[config.mk]
export PLATFORM = sky130hd
export DESIGN_NAME = leb128_encoder_unit
export DESIGN_NICKNAME = d
export VERILOG_FILES = /design/src/rtl/leb_pkg.sv /design/src/rtl/leb128_encoder_unit.sv /design/src/rtl/leb_dp.sv /design/src/rtl/leb_ctrl.sv
export SDC_FILE = /design/constraint.sdc
export NUM_CORES = 1
export LEC_CHECK = 0
export BUFFER_PORTS_ARGS = -buffer_cell sky130_fd_sc_hd__buf_2
export CELL_PAD_IN_SITES_DETAIL_PLACEMENT = 1
export CELL_PAD_IN_SITES_GLOBAL_PLACEMENT = 1
export CORE_AREA = 2 2 74 129
export CTS_BUF_LIST = sky130_fd_sc_hd__clkbuf_8
export CTS_CLUSTER_SIZE = 10
export DETAILED_ROUTE_END_ITERATION = 8
export DIE_AREA = 0 0 76 131
export GPL_TIMING_DRIVEN = 0
export HOLD_SLACK_MARGIN = 0.03
export PLACE_DENSITY_LB_ADDON = 0.1
export SLEW_MARGIN = 20
export SYNTH_ARGS = -nofsm -noshare
export SYNTH_HDL_FRONTEND = slang
export SYNTH_HIERARCHICAL = 1
export SYNTH_SLANG_ARGS = --single-unit
[constraint.sdc]
create_clock -name clk -period 2.43 [get_ports clk]
set_input_delay 0.3645 -clock clk [delete_from_list [all_inputs] [get_ports clk]]
set_output_delay 0.3645 -clock clk [all_outputs]
set_load 0.02 [all_outputs]
[src/rtl/leb_pkg.sv]
`default_nettype none

package leb_pkg;

  // Width of the encoded value; bits of the input above it are ignored.
  localparam int VALUE_WIDTH = 64;

  // Longest encoding in bytes, and the width of the byte counter.
  localparam int MAX_BYTES = 10;
  localparam int CNT_W     = $clog2(MAX_BYTES);

  // Seven value bits per encoded byte.
  localparam int GROUP_W = 7;

  // Keeps the low VALUE_WIDTH bits of a 64-bit word.
  localparam logic [63:0] WMASK = {64{1'b1}} >> (64 - VALUE_WIDTH);

  // Commands from the controller to the datapath.
  typedef struct packed {
    logic load;  // capture a new value
    logic step;  // emit one byte into the output register
  } leb_cmd_t;

  // Status from the datapath to the controller.
  typedef struct packed {
    logic done;  // the byte being formed is the final one
  } leb_stat_t;

endpackage

`default_nettype wire

[src/rtl/leb128_encoder_unit.sv]
// LEB128 encoder: one value in, 1 to 10 bytes out, least significant group first.
// The value word is loaded into the shift register, and each byte then passes through the output register.
// Throughput: one byte per cycle while the receiver takes them; a new value is accepted
// only after the final byte of the last one has entered the output register.
// Reset (rst, synchronous) empties the output register and returns to idle.
`default_nettype none

module leb128_encoder_unit (
  input  wire logic        clk,
  input  wire logic        rst,
  input  wire logic        s_axis_tvalid,
  output logic             s_axis_tready,
  input  wire logic [63:0] s_axis_tdata,   // [63:0] value
  input  wire logic        s_axis_tuser,   // [0] is_signed
  output logic             m_axis_tvalid,
  input  wire logic        m_axis_tready,
  output logic [7:0]       m_axis_tdata,   // [7:0] out_byte
  output logic             m_axis_tlast
);
  import leb_pkg::*;

  leb_cmd_t  cmd;
  leb_stat_t stat;

  // Sequencing of loads and byte emission.
  leb_ctrl u_ctrl (
    .clk       (clk),
    .rst       (rst),
    .in_valid  (s_axis_tvalid),
    .in_ready  (s_axis_tready),
    .out_valid (m_axis_tvalid),
    .out_ready (m_axis_tready),
    .cmd       (cmd),
    .stat      (stat)
  );

  // Shift register, stop test and output word register.
  leb_dp u_dp (
    .clk       (clk),
    .rst       (rst),
    .cmd       (cmd),
    .stat      (stat),
    .value     (s_axis_tdata),
    .is_signed (s_axis_tuser),
    .out_byte  (m_axis_tdata),
    .out_last  (m_axis_tlast)
  );

endmodule

`default_nettype wire

[src/rtl/leb_dp.sv]
`default_nettype none

module leb_dp (
  input  wire logic             clk,
  input  wire logic             rst,
  input  wire leb_pkg::leb_cmd_t  cmd,
  output leb_pkg::leb_stat_t      stat,
  input  wire logic [63:0]      value,
  input  wire logic             is_signed,
  output logic [7:0]            out_byte,
  output logic                  out_last
);
  import leb_pkg::*;

  logic [63:0]      v;
  logic             sgn;
  logic             neg;
  logic [CNT_W-1:0] cnt;

  logic             load_neg;
  logic [63:0]      v_load;
  logic [63:0]      v_shift;
  logic [GROUP_W-1:0] grp;
  logic             done;

  // Mask the value to its width and sign-extend it in signed mode.
  always_comb begin
    load_neg = is_signed & value[VALUE_WIDTH-1];
    v_load   = (value & WMASK) | (load_neg ? ~WMASK : 64'd0);
  end

  // Next seven-bit group, the shifted remainder and the stop test.
  always_comb begin
    grp     = v[GROUP_W-1:0];
    v_shift = {{GROUP_W{neg}}, v[63:GROUP_W]};
    if (sgn) begin
      if (neg) begin
        done = (v_shift == {64{1'b1}}) && grp[GROUP_W-1];
      end else begin
        done = (v_shift == 64'd0) && !grp[GROUP_W-1];
      end
    end else begin
      done = (v_shift == 64'd0);
    end
    if (cnt == CNT_W'(MAX_BYTES - 1)) begin
      done = 1'b1;
    end
  end

  assign stat.done = done;

  // Byte counter; it holds on the final byte so it never passes the longest code.
  always_ff @(posedge clk) begin
    if (rst) begin
      cnt <= '0;
    end else if (cmd.load) begin
      cnt <= '0;
    end else if (cmd.step && !done) begin
      cnt <= cnt + CNT_W'(1);
    end
  end

  // Value shift register and mode flags.
  always_ff @(posedge clk) begin
    if (cmd.load) begin
      v   <= v_load;
      sgn <= is_signed;
      neg <= load_neg;
    end else if (cmd.step) begin
      v <= v_shift;
    end
  end

  // Output word register.
  always_ff @(posedge clk) begin
    if (cmd.step) begin
      out_byte <= {~done, grp};
      out_last <= done;
    end
  end

`ifndef SYNTHESIS
  a_cnt_bound: assert property (@(posedge clk) disable iff (rst)
    cnt <= CNT_W'(MAX_BYTES - 1))
    else $error("byte counter ran past the longest encoding");

  a_cont_bit: assert property (@(posedge clk) disable iff (rst)
    cmd.step |=> (out_byte[7] != out_last))
    else $error("continuation bit disagrees with last marker");

  a_load_clear: assert property (@(posedge clk) disable iff (rst)
    cmd.load |=> (cnt == '0))
    else $error("byte counter not cleared on a new value");
`endif

endmodule

`default_nettype wire

[src/rtl/leb_ctrl.sv]
`default_nettype none

module leb_ctrl (
  input  wire logic              clk,
  input  wire logic              rst,
  input  wire logic              in_valid,
  output logic                   in_ready,
  output logic                   out_valid,
  input  wire logic              out_ready,
  output leb_pkg::leb_cmd_t      cmd,
  input  wire leb_pkg::leb_stat_t stat
);
  import leb_pkg::*;

  localparam logic ST_IDLE = 1'b0;
  localparam logic ST_RUN  = 1'b1;

  logic state;
  logic state_next;
  logic out_free;

  // The output register can take a word when empty or being drained.
  assign out_free = !out_valid || out_ready;
  assign in_ready = (state == ST_IDLE);
  assign cmd.load = in_valid && in_ready;
  assign cmd.step = (state == ST_RUN) && out_free;

  // State transitions.
  always_comb begin
    state_next = state;
    case (state)
      ST_IDLE: begin
        if (cmd.load) begin
          state_next = ST_RUN;
        end
      end
      ST_RUN: begin
        if (cmd.step && stat.done) begin
          state_next = ST_IDLE;
        end
      end
      default: state_next = ST_IDLE;
    endcase
  end

  // State and output valid registers.
  always_ff @(posedge clk) begin
    if (rst) begin
      state     <= ST_IDLE;
      out_valid <= 1'b0;
    end else begin
      state <= state_next;
      if (cmd.step) begin
        out_valid <= 1'b1;
      end else if (out_ready) begin
        out_valid <= 1'b0;
      end
    end
  end

`ifndef SYNTHESIS
  a_step_fills: assert property (@(posedge clk) disable iff (rst)
    cmd.step |=> out_valid)
    else $error("emitted byte not presented");

  a_final_idle: assert property (@(posedge clk) disable iff (rst)
    (cmd.step && stat.done) |=> in_ready)
    else $error("controller did not return to idle after the final byte");

  a_load_runs: assert property (@(posedge clk) disable iff (rst)
    cmd.load |=> !in_ready)
    else $error("new value taken while one is being encoded");
`endif

endmodule

`default_nettype wire

==> flow_results.org, run 1 <==
** Synthesis
- The synthesized netlist devotes less than 1% of its cell area to adder and majority cells.
- Of the post-synthesis cell area, the part taken by muxes is about 18%.
- Share of the synthesized area in compound gates (AO/OA/AOI/OAI) :: under 10%
- Mean instance size in the synthesized netlist :: between 15 and 20 sq um
- In this run, distinct cell masters in the synthesized netlist total 31.
- Simple-gate portion of the synthesized area :: a little under an eighth
- After technology mapping, the gate count stands at approximately 230.
- In this run the cell area of the synthesized design comes to around 3600 sq um.
- Sequential element share of the synthesized area :: between 60% and 70%
- Synthesis inferred 81 register bits.
- Post-synth net total :: between 300 and 400
- Post-synthesis xor/xnor area fraction :: less than 1%
- Dominant combinational cell family by area after synthesis :: multiplexers
- Number of warnings issued by yosys :: 6

** Drt
- Summed over all layers, the routed wires come to ~8.6 mm.
- Across all layers, the routed design uses approximately 2.4k vias.
- Once detail routing completed, the nets flagged for antenna violations numbered 0.
- Detailed-route wire length per cell :: a little under 20 microns
- DRC :: 0
- Initial drt markers :: ~120
- Before antenna repair, the detailed router went through 4 iterations.
- Using the TritonRoute via totals, the vias-per-cell ratio works out to approximately 5.3.

** Clock tree
- Clock root cell :: sky130_fd_sc_hd__clkbuf_8
- At the later pin of the worst-skew pair, clock insertion delay measures about 0.35 ns.
- Hold bufs inserted after CTS :: 0
- Buffers added to address setup during post-CTS repair amount to 0.
- Clock Path Buffers :: 2
- TritonCTS built the clock tree.
- For this design, the sink count on the clock tree is 81.
- Clock H-tree levels :: 3
- TritonCTS created 9 clock buffers.
- Clock-pin slew was measured on the worst setup and hold paths at around 0.08 ns.

** GRT
- Met3 routing resource usage after global routing :: under 10%
- Largest net degree at the start of global routing :: 23
- Overflow after GRT :: 0
- The number of global-route vias before repair was 2478.
- The first global-routing pass estimated between 10 and 15 mm of wire.
- Met1 Usage GRT :: roughly a fifth
- Global routing consumed, over all layers together, ~19% of the routing resources.
- The layer flagged by global routing as most heavily used is met2.
- The initial antenna violation count came to 0.
- For this run, global-route usage on met2 was measured as a little over a third.

** Critical path
- At the worst endpoint, the arrival time is 2.22 ns.
- Launch instance of the worst register-to-register path :: u_ctrl/state
- Critical path launch point type :: flip-flop
- CP max FO :: 22
- The critical path is of the reg -> reg type.
- The largest individual stage delay along the critical path comes from the cell sky130_fd_sc_hd__clkbuf_4.
- The largest single stage delay on the critical path is around 0.35 ns.
- The worst setup path is captured at a flip-flop.
- Tracing the worst setup path back leads to its startpoint at u_ctrl/state.
- Required arrival time at the worst endpoint :: ~2.5 ns
- The signal on the critical path passes through and2b_1 > clkbuf_1 > clkbuf_4 > buf_2 > nand2b_1 > nand2_1.

** Floorplan
- Boundary pin count :: 80
- Placeable core area :: between 8000 and 9000 sq um
- The initialized floorplan defines between 40 and 50 standard-cell rows.
- The floorplan step set the die height to roughly 130 microns.
- Chip Width :: about 76 microns
- The die covers 9956 sq um.
- Starting density of the core :: ~40%

** Place
- Placed wire-length estimate :: approximately 6.4 mm
- Timing analysis after detailed placement gives a worst setup slack of -0.5951 ns.
- Final weighted congestion of routability-driven global placement :: approximately 0.80
- Buffers placed on the I/O ports in this run total 79.

** Worst hold path
- In this run the most critical hold path is launched from rst.
- In this run the worst hold path is classified as in -> reg.

** STA
- The number of pins exceeding their max-slew limit in the final report is 0.
- The clock period could shrink to ~2.1 ns.
- Unrepaired setup endpoints after global routing :: no
- The number of failing hold endpoints at the final stage was 0.
- Crit share post-route :: 87.69%
- After layout, the worst setup slack is ~0.3 ns.
- In this run the tightest slew margin relative to its limit is between 60% and 70%.
- On the final layout, the worst clock skew is about 0.01 ns.
- For the pin with the worst max-slew slack, the measured transition is 0.5595 ns.
- Timing would allow up to 469.3 MHz.
- Setup violations remaining at the end of the flow were counted as 0.

** Flow run
- # Max-Cap Violations :: 0

** Cells and area
- Of the cells placed in the final design, the portion with a size suffix greater than 1 is between 40% and 50%.
- The filler cells instantiated in the layout total ~940.
- Layout net count :: roughly 390
- From synthesis to final layout, the design area changed by 20.91%.
- ANT cells :: 0

** Power
- Total power divided by cell area :: about 730 nW/um^2
- The worst-case IR drop observed on VDD is 0.4289 mV.
- Total power after layout :: ~3100 uW
- For this design the static power due to leakage is between 0.0015 and 0.002 uW.

** Run status
- Outcome :: finished clean
-- through the flow --
step           cell area (sq um)  util, %  instances  hold WS [ns]  setup TNS, ns
3_3_place_gp                4114    46.12        430        0.4008         -36.59
6_report                    4312    48.33        447        0.2207              0
2_1_floorplan               3568        -        231        0.4003              0
5_1_grt                     4312    48.33        447        0.2012              0
4_1_cts                     4309    48.30        447        0.1997              0
3_5_place_dp                4114    46.12        430        0.4063         -37.81
-- synth_stat cells, drive strengths merged --
cell type  instances  area, sq um
a211oi             1        7.510
a21boi             2        15.01
a21oi              2        10.01
a311oi             1        8.760
and2               2        13.77
and2b              1        7.510
and3               1        6.260
buf                4        16.26
clkbuf             4        15.01
dfxtp              6        120.1
edfxtp            75         2252
ha                 2        25.02
inv                5        18.77
mux2              57        641.9
nand2             14        52.55
nand2b             2        20.02
nand3              2        10.01
nand3b             1        7.510
nand4             20        140.1
nor2               2        7.510
nor3               2        10.01
nor4              17        106.4
o21ai              3        15.01
or2                1        6.260
or3                2        12.51
or4                1        11.26
xor2               1        8.760
-- worst max-delay path, delay by kind of cell (launching register included) --
family | cells | cell delay (ns)
buffers and inverters | 3 | 0.87
flip-flops | 1 | 0.34
AND/OR/NAND/NOR | 3 | 0.65
-- layout make-up --
class | instances | area [sq um] | share of cell area (%)
Buffer | 7 | 31.28 | 0.7255
Clock buffer | 9 | 123.9 | 2.873
Clock inverter | 6 | 52.55 | 1.219
Inverter | 5 | 18.77 | 0.4353
Multi-Input combinational cell | 140 | 1167 | 27.07
Sequential cell | 81 | 2372 | 55.02
Tap cell | 120 | 150.1 | 3.482
Timing Repair Buffer | 79 | 395.4 | 9.170
-- placed cells by master (no fill, tap or decap), types with 2 or more instances in the layout --
| cell | count |
|---|---|
| sky130_fd_sc_hd__ha_1 | 2 |
| sky130_fd_sc_hd__inv_1 | 7 |
| sky130_fd_sc_hd__a21boi_1 | 2 |
| sky130_fd_sc_hd__nand4_1 | 19 |
| sky130_fd_sc_hd__buf_1 | 3 |
| sky130_fd_sc_hd__clkbuf_1 | 2 |
| sky130_fd_sc_hd__a21oi_1 | 2 |
| sky130_fd_sc_hd__or3_1 | 2 |
| sky130_fd_sc_hd__nand2_1 | 14 |
| sky130_fd_sc_hd__nor4_1 | 17 |
| sky130_fd_sc_hd__or2_4 | 2 |
| sky130_fd_sc_hd__clkinv_2 | 3 |
| sky130_fd_sc_hd__mux2_2 | 57 |
| sky130_fd_sc_hd__buf_2 | 80 |
| sky130_fd_sc_hd__o21ai_1 | 3 |
| sky130_fd_sc_hd__dfxtp_1 | 6 |
| sky130_fd_sc_hd__or2_2 | 2 |
| sky130_fd_sc_hd__clkbuf_8 | 9 |
| sky130_fd_sc_hd__nand3_1 | 2 |
| sky130_fd_sc_hd__nor3_1 | 2 |
| sky130_fd_sc_hd__nor2_1 | 2 |
| sky130_fd_sc_hd__edfxtp_1 | 75 |
-- power breakdown --
part | switching [uW] | total, uW | leakage (uW) | internal [uW]
Sequential | 120 | 1850 | 0.000783 | 1730
Combinational | 177 | 363 | 0.000709 | 186
Clock | 463 | 920 | 0.000101 | 457
-- metal layers --
layer	part of all wire, %	up-vias
met1	37	1170
met5	0	-
met4	1.7	0
li1	-	1110
met2	57	62
met3	3.7	8
-- what timing repair did --
action / in CTS / in global routing
endpoints found under the setup margin: 64 / 16
cloned: 3 / 0
pin swaps: 2 / 0
resized for setup: 2 / 2
-- flip-flops by register name (all words and copies together), names as in the netlist --
signal and count:
u_ctrl/out_valid 1, u_ctrl/state 1, u_dp/cnt 4, u_dp/neg 1
u_dp/out_byte 8, u_dp/out_last 1, u_dp/sgn 1, u_dp/v 64
-- cell families after synthesis --
family / Yosys count
xor gates and xnor gates: 1
muxes: 57
DFF: 81
buffers and inverters: 13
and+or+nand+nor: 68
adders and majority gates: 2
AOI/OAI and AO/OA: 9
-- path summary, 6_finish.rpt --
kind / to / slack [ns] / depth (start not counted)
setup / recovery: u_dp/v[61] / 0.30 / 6
hold / removal: u_ctrl/out_valid / 0.22 / 2
setup reg to reg: u_dp/v[61] / 0.30 / 6
hold reg to reg: u_dp/out_byte[4] / 0.43 / 0
(Power assumes the default switching activity.)
==> run 2, diff against run 1 <==
--- a/config.mk
+++ b/config.mk
@@ -8,11 +8,11 @@
 export BUFFER_PORTS_ARGS = -buffer_cell sky130_fd_sc_hd__buf_2
 export CELL_PAD_IN_SITES_DETAIL_PLACEMENT = 1
 export CELL_PAD_IN_SITES_GLOBAL_PLACEMENT = 1
-export CORE_AREA = 2 2 74 129
+export CORE_AREA = 2 2 84 102
 export CTS_BUF_LIST = sky130_fd_sc_hd__clkbuf_8
 export CTS_CLUSTER_SIZE = 10
 export DETAILED_ROUTE_END_ITERATION = 8
-export DIE_AREA = 0 0 76 131
+export DIE_AREA = 0 0 86 104
 export GPL_TIMING_DRIVEN = 0
 export HOLD_SLACK_MARGIN = 0.03
 export PLACE_DENSITY_LB_ADDON = 0.1
==> constraint.sdc (replaced) <==
create_clock -name clk -period 2.15 [get_ports clk]
set_input_delay 0.3225 -clock clk [delete_from_list [all_inputs] [get_ports clk]]
set_output_delay 0.3225 -clock clk [all_outputs]
set_load 0.02 [all_outputs]
==> flow_results.org, run 2 (synthesized netlist as in run 1, its figures left out) <==
** Clock tree
- Clk slew on worst S/H paths :: 0.08 ns (about the same)
- Clock H-tree levels :: 3 (unchanged)
- The number of post-CTS setup repair buffers came to 0 (unchanged).
- The maximum clock insertion buffer count came to 2 (unchanged).
- Clock insertion delay at the later pin of the skew report :: 0.36 ns (about the same)
- TritonCTS built the clock tree.
- Clock root cell :: sky130_fd_sc_hd__clkbuf_8
- The total clock sinks was 81 (unchanged).
- Hold bufs inserted after CTS :: 0 (unchanged)
- The TritonCTS buffer count came to 9 (unchanged).

** GRT
- Global-route wire length before repair :: 13.56 mm (+1.4%)
- Overall Global Routing Usage :: 20.60% (+2.1 points)
- Largest net degree at the start of global routing :: 17 (-26%)
- Overflow after GRT :: 0 (unchanged)
- The number of global-route vias before repair was 2614 (+5.5%).
- Antenna violations before repair :: 0 (unchanged)

** STA
- Fmax :: 472.6 MHz (+0.69%)
- Number of pins exceeding their max-slew limit in the final report :: 0 (unchanged)
- Crit share post-route :: 98.42% (+11 points)
- The pin slew with the least headroom to its limit is 0.5588 ns (-0.0007429 ns).
- The clock period minus final worst setup slack came to 2.116 ns (-0.01461 ns).
- Normalized max-slew margin :: 62.75% (about the same)
- Number of hold violations in the final report :: 0 (unchanged)
- Unrepaired setup endpoints after global routing :: no
- The maximum clock skew at final layout came to 0.006484 ns (-0.003476 ns).
- Number of failing setup endpoints in the final timing report :: 0 (unchanged)

** Drt
- The via count normalized by instance count came to 5.573 (+6.0%).
- Initial drt markers :: 102 (-12%)
- Detailed-route via count :: 2363 (+0.55%)
- Final ANT Viol Nets :: 0 (unchanged)
- Detailed-route wire length per cell :: 20.30 microns (+5.2%)
- The number of detailed-route iterations in the first pass was 4 (unchanged).
- DRC :: 0 (unchanged)
- The total routed wirelength was 8.606 mm (-0.25%).

** Cells and area
- In the final layout, the registers with the most flip-flops are u_dp/v x64, u_dp/out_byte x8, u_dp/cnt x4.
- The non-filler instance count after layout is 424 (-5.1%).
- Non-Filler Cell Area, Final :: 4384 sq um (+1.7%)
- In the layout the commonest cells are sky130_fd_sc_hd__buf_2 (80), sky130_fd_sc_hd__edfxtp_1 (75), sky130_fd_sc_hd__mux2_2 (57).
- Fraction of final layout cells with drive strength greater than 1 :: 51.67% (+3.0 points)
- Layout net count :: 395 (+0.25%)
- ANT cells :: 0 (unchanged)
- The library cell used most frequently in the layout, excluding fill and tap cells, is sky130_fd_sc_hd__buf_2.
- The layout filler cell count was 800 (-14%).
- Number of flip-flops in the largest register :: 64 (unchanged)
- Synthesis-to-finish area growth :: 22.95%
- The register with the most flip-flops in the final layout is u_dp/v.

** Place
- Cell total after placement :: 405 (-5.8%)
- The total cell area at the placement stage was 4085 sq um (-0.70%).
- Port Buffers :: 79 (unchanged)
- Placed wire-length estimate :: 6.127 mm (-3.7%)
- Final weighted congestion of routability-driven global placement :: 0.7403 (-7.6%)

** Power
- Static power due to leakage :: 0.001610 uW (+1.1%)
- The power density relative to cell area is 845.9 nW/um^2 (+17%).
- IR drop worst, VDD :: 0.3735 mV (-13%)

** Critical path
- The signal on the critical path passes through nor4_1 > nand4_1 > or4_4 > and3_1 > inv_1 > a311oi_1.
- The largest fanout of any net on the critical path was 3 (-86%).
- Critical Path Slowest Stage Cell :: sky130_fd_sc_hd__nor4_1
- STA classifies the critical path startpoint as a flip-flop.
- Critical path endpoint category :: flip-flop
- Critical path start-end classification :: reg -> reg
- The longest individual stage delay on the worst path is 0.53 ns (+0.18 ns).
- Required arrival time at the worst endpoint :: 2.39 ns (-0.13 ns)
- Crit path DAT :: 2.36 ns (+0.14 ns)

** Floorplan
- Boundary pin count :: 80 (unchanged)
- Die Outline Area :: 8944 sq um (-10%)
- Starting density of the core :: 44.73% (+4.8 points)
- The die span in x is 86 microns (+13%).
- The number of cell rows came to 36 (-22%).
- Die H :: 104 microns (-21%)
- The core outline area is 7973 sq um (-11%).

** Run status
- The run finished with clean final reports.

** Worst hold path
- Min-delay worst type :: in -> reg

** Flow run
- The max-capacitance violation count was 0 (unchanged).
==> run 2: cell count changes in the layout (fill, tap and decap cells not counted), sizes merged <==
cell,delta
clkinvlp,+2
inv,-2
clkbuf,+4
clkinv,-2
==> run 2: what timing repair did <==
action                     in CTS  in global routing
gates cloned                    3                  0
setup endpoints to repair      68                106
pin swaps                       0                  0
resized for setup               5                 10
==> run 2: worst paths after layout <==
check	start	endpoint	slack (ns)	depth (start not counted)
max	u_dp/v[12]	u_ctrl/state	0.03	6
min	s_axis_tuser	u_dp/sgn	0.15	1
max reg2reg	u_dp/v[12]	u_ctrl/state	0.03	6
min reg2reg	u_dp/v[3]	u_dp/out_byte[3]	0.43	0
==> run 2: worst max-delay path, delay by kind of cell, from the launching register on <==
| kind | cells | cell delay, ns |
|---|---|---|
| buf+inv | 1 | 0.08 |
| compound gates | 1 | 0.08 |
| simple gates | 4 | 1.37 |
| flops | 1 | 0.46 |
==> run 2: per-stage QoR <==
step	hold WS [ns]	TNS [ns]	utilization (%)	setup slack (ns)	power (uW)
floorplan	0.3916	0	-	0.06463	2331
global placement	0.4019	-30.15	51.24	-0.4739	2500
detailed placement	0.4063	-33.80	51.24	-0.5307	2529
CTS	0.1228	0	54.33	0.01161	3741
global route	0.1401	0	54.99	0.009537	3876
finish	0.1494	0	54.99	0.03387	3708
==> run 2: final cells by class <==
| type | instances | area [sq um] | area share, % |
|---|---|---|---|
| buffer | 8 | 40.04 | 0.9132 |
| clock buffer | 12 | 165.2 | 3.767 |
| clock inverter | 4 | 50.05 | 1.142 |
| inverter | 5 | 18.77 | 0.4281 |
| multi-input combinational | 140 | 1224 | 27.91 |
| sequential | 81 | 2372 | 54.11 |
| tap | 95 | 118.9 | 2.711 |
| timing repair buffer | 79 | 395.4 | 9.018 |
==> run 2: per-layer routing <==
| layer | part of all wire [%] | track usage, % |
|---|---|---|
| met1 | 39 | 23.35 |
| met2 | 53 | 34.99 |
| met3 | 4.6 | 5.238 |
| met4 | 3.2 | 11.00 |
| met5 | 0 | 0 |
==> run 2: report_power, final <==
group	switching, uW	total [uW]	internal (uW)
clock	554	1180	630
sequential	147	2100	1950
combinational	207	427	220
total	908	3710	2800
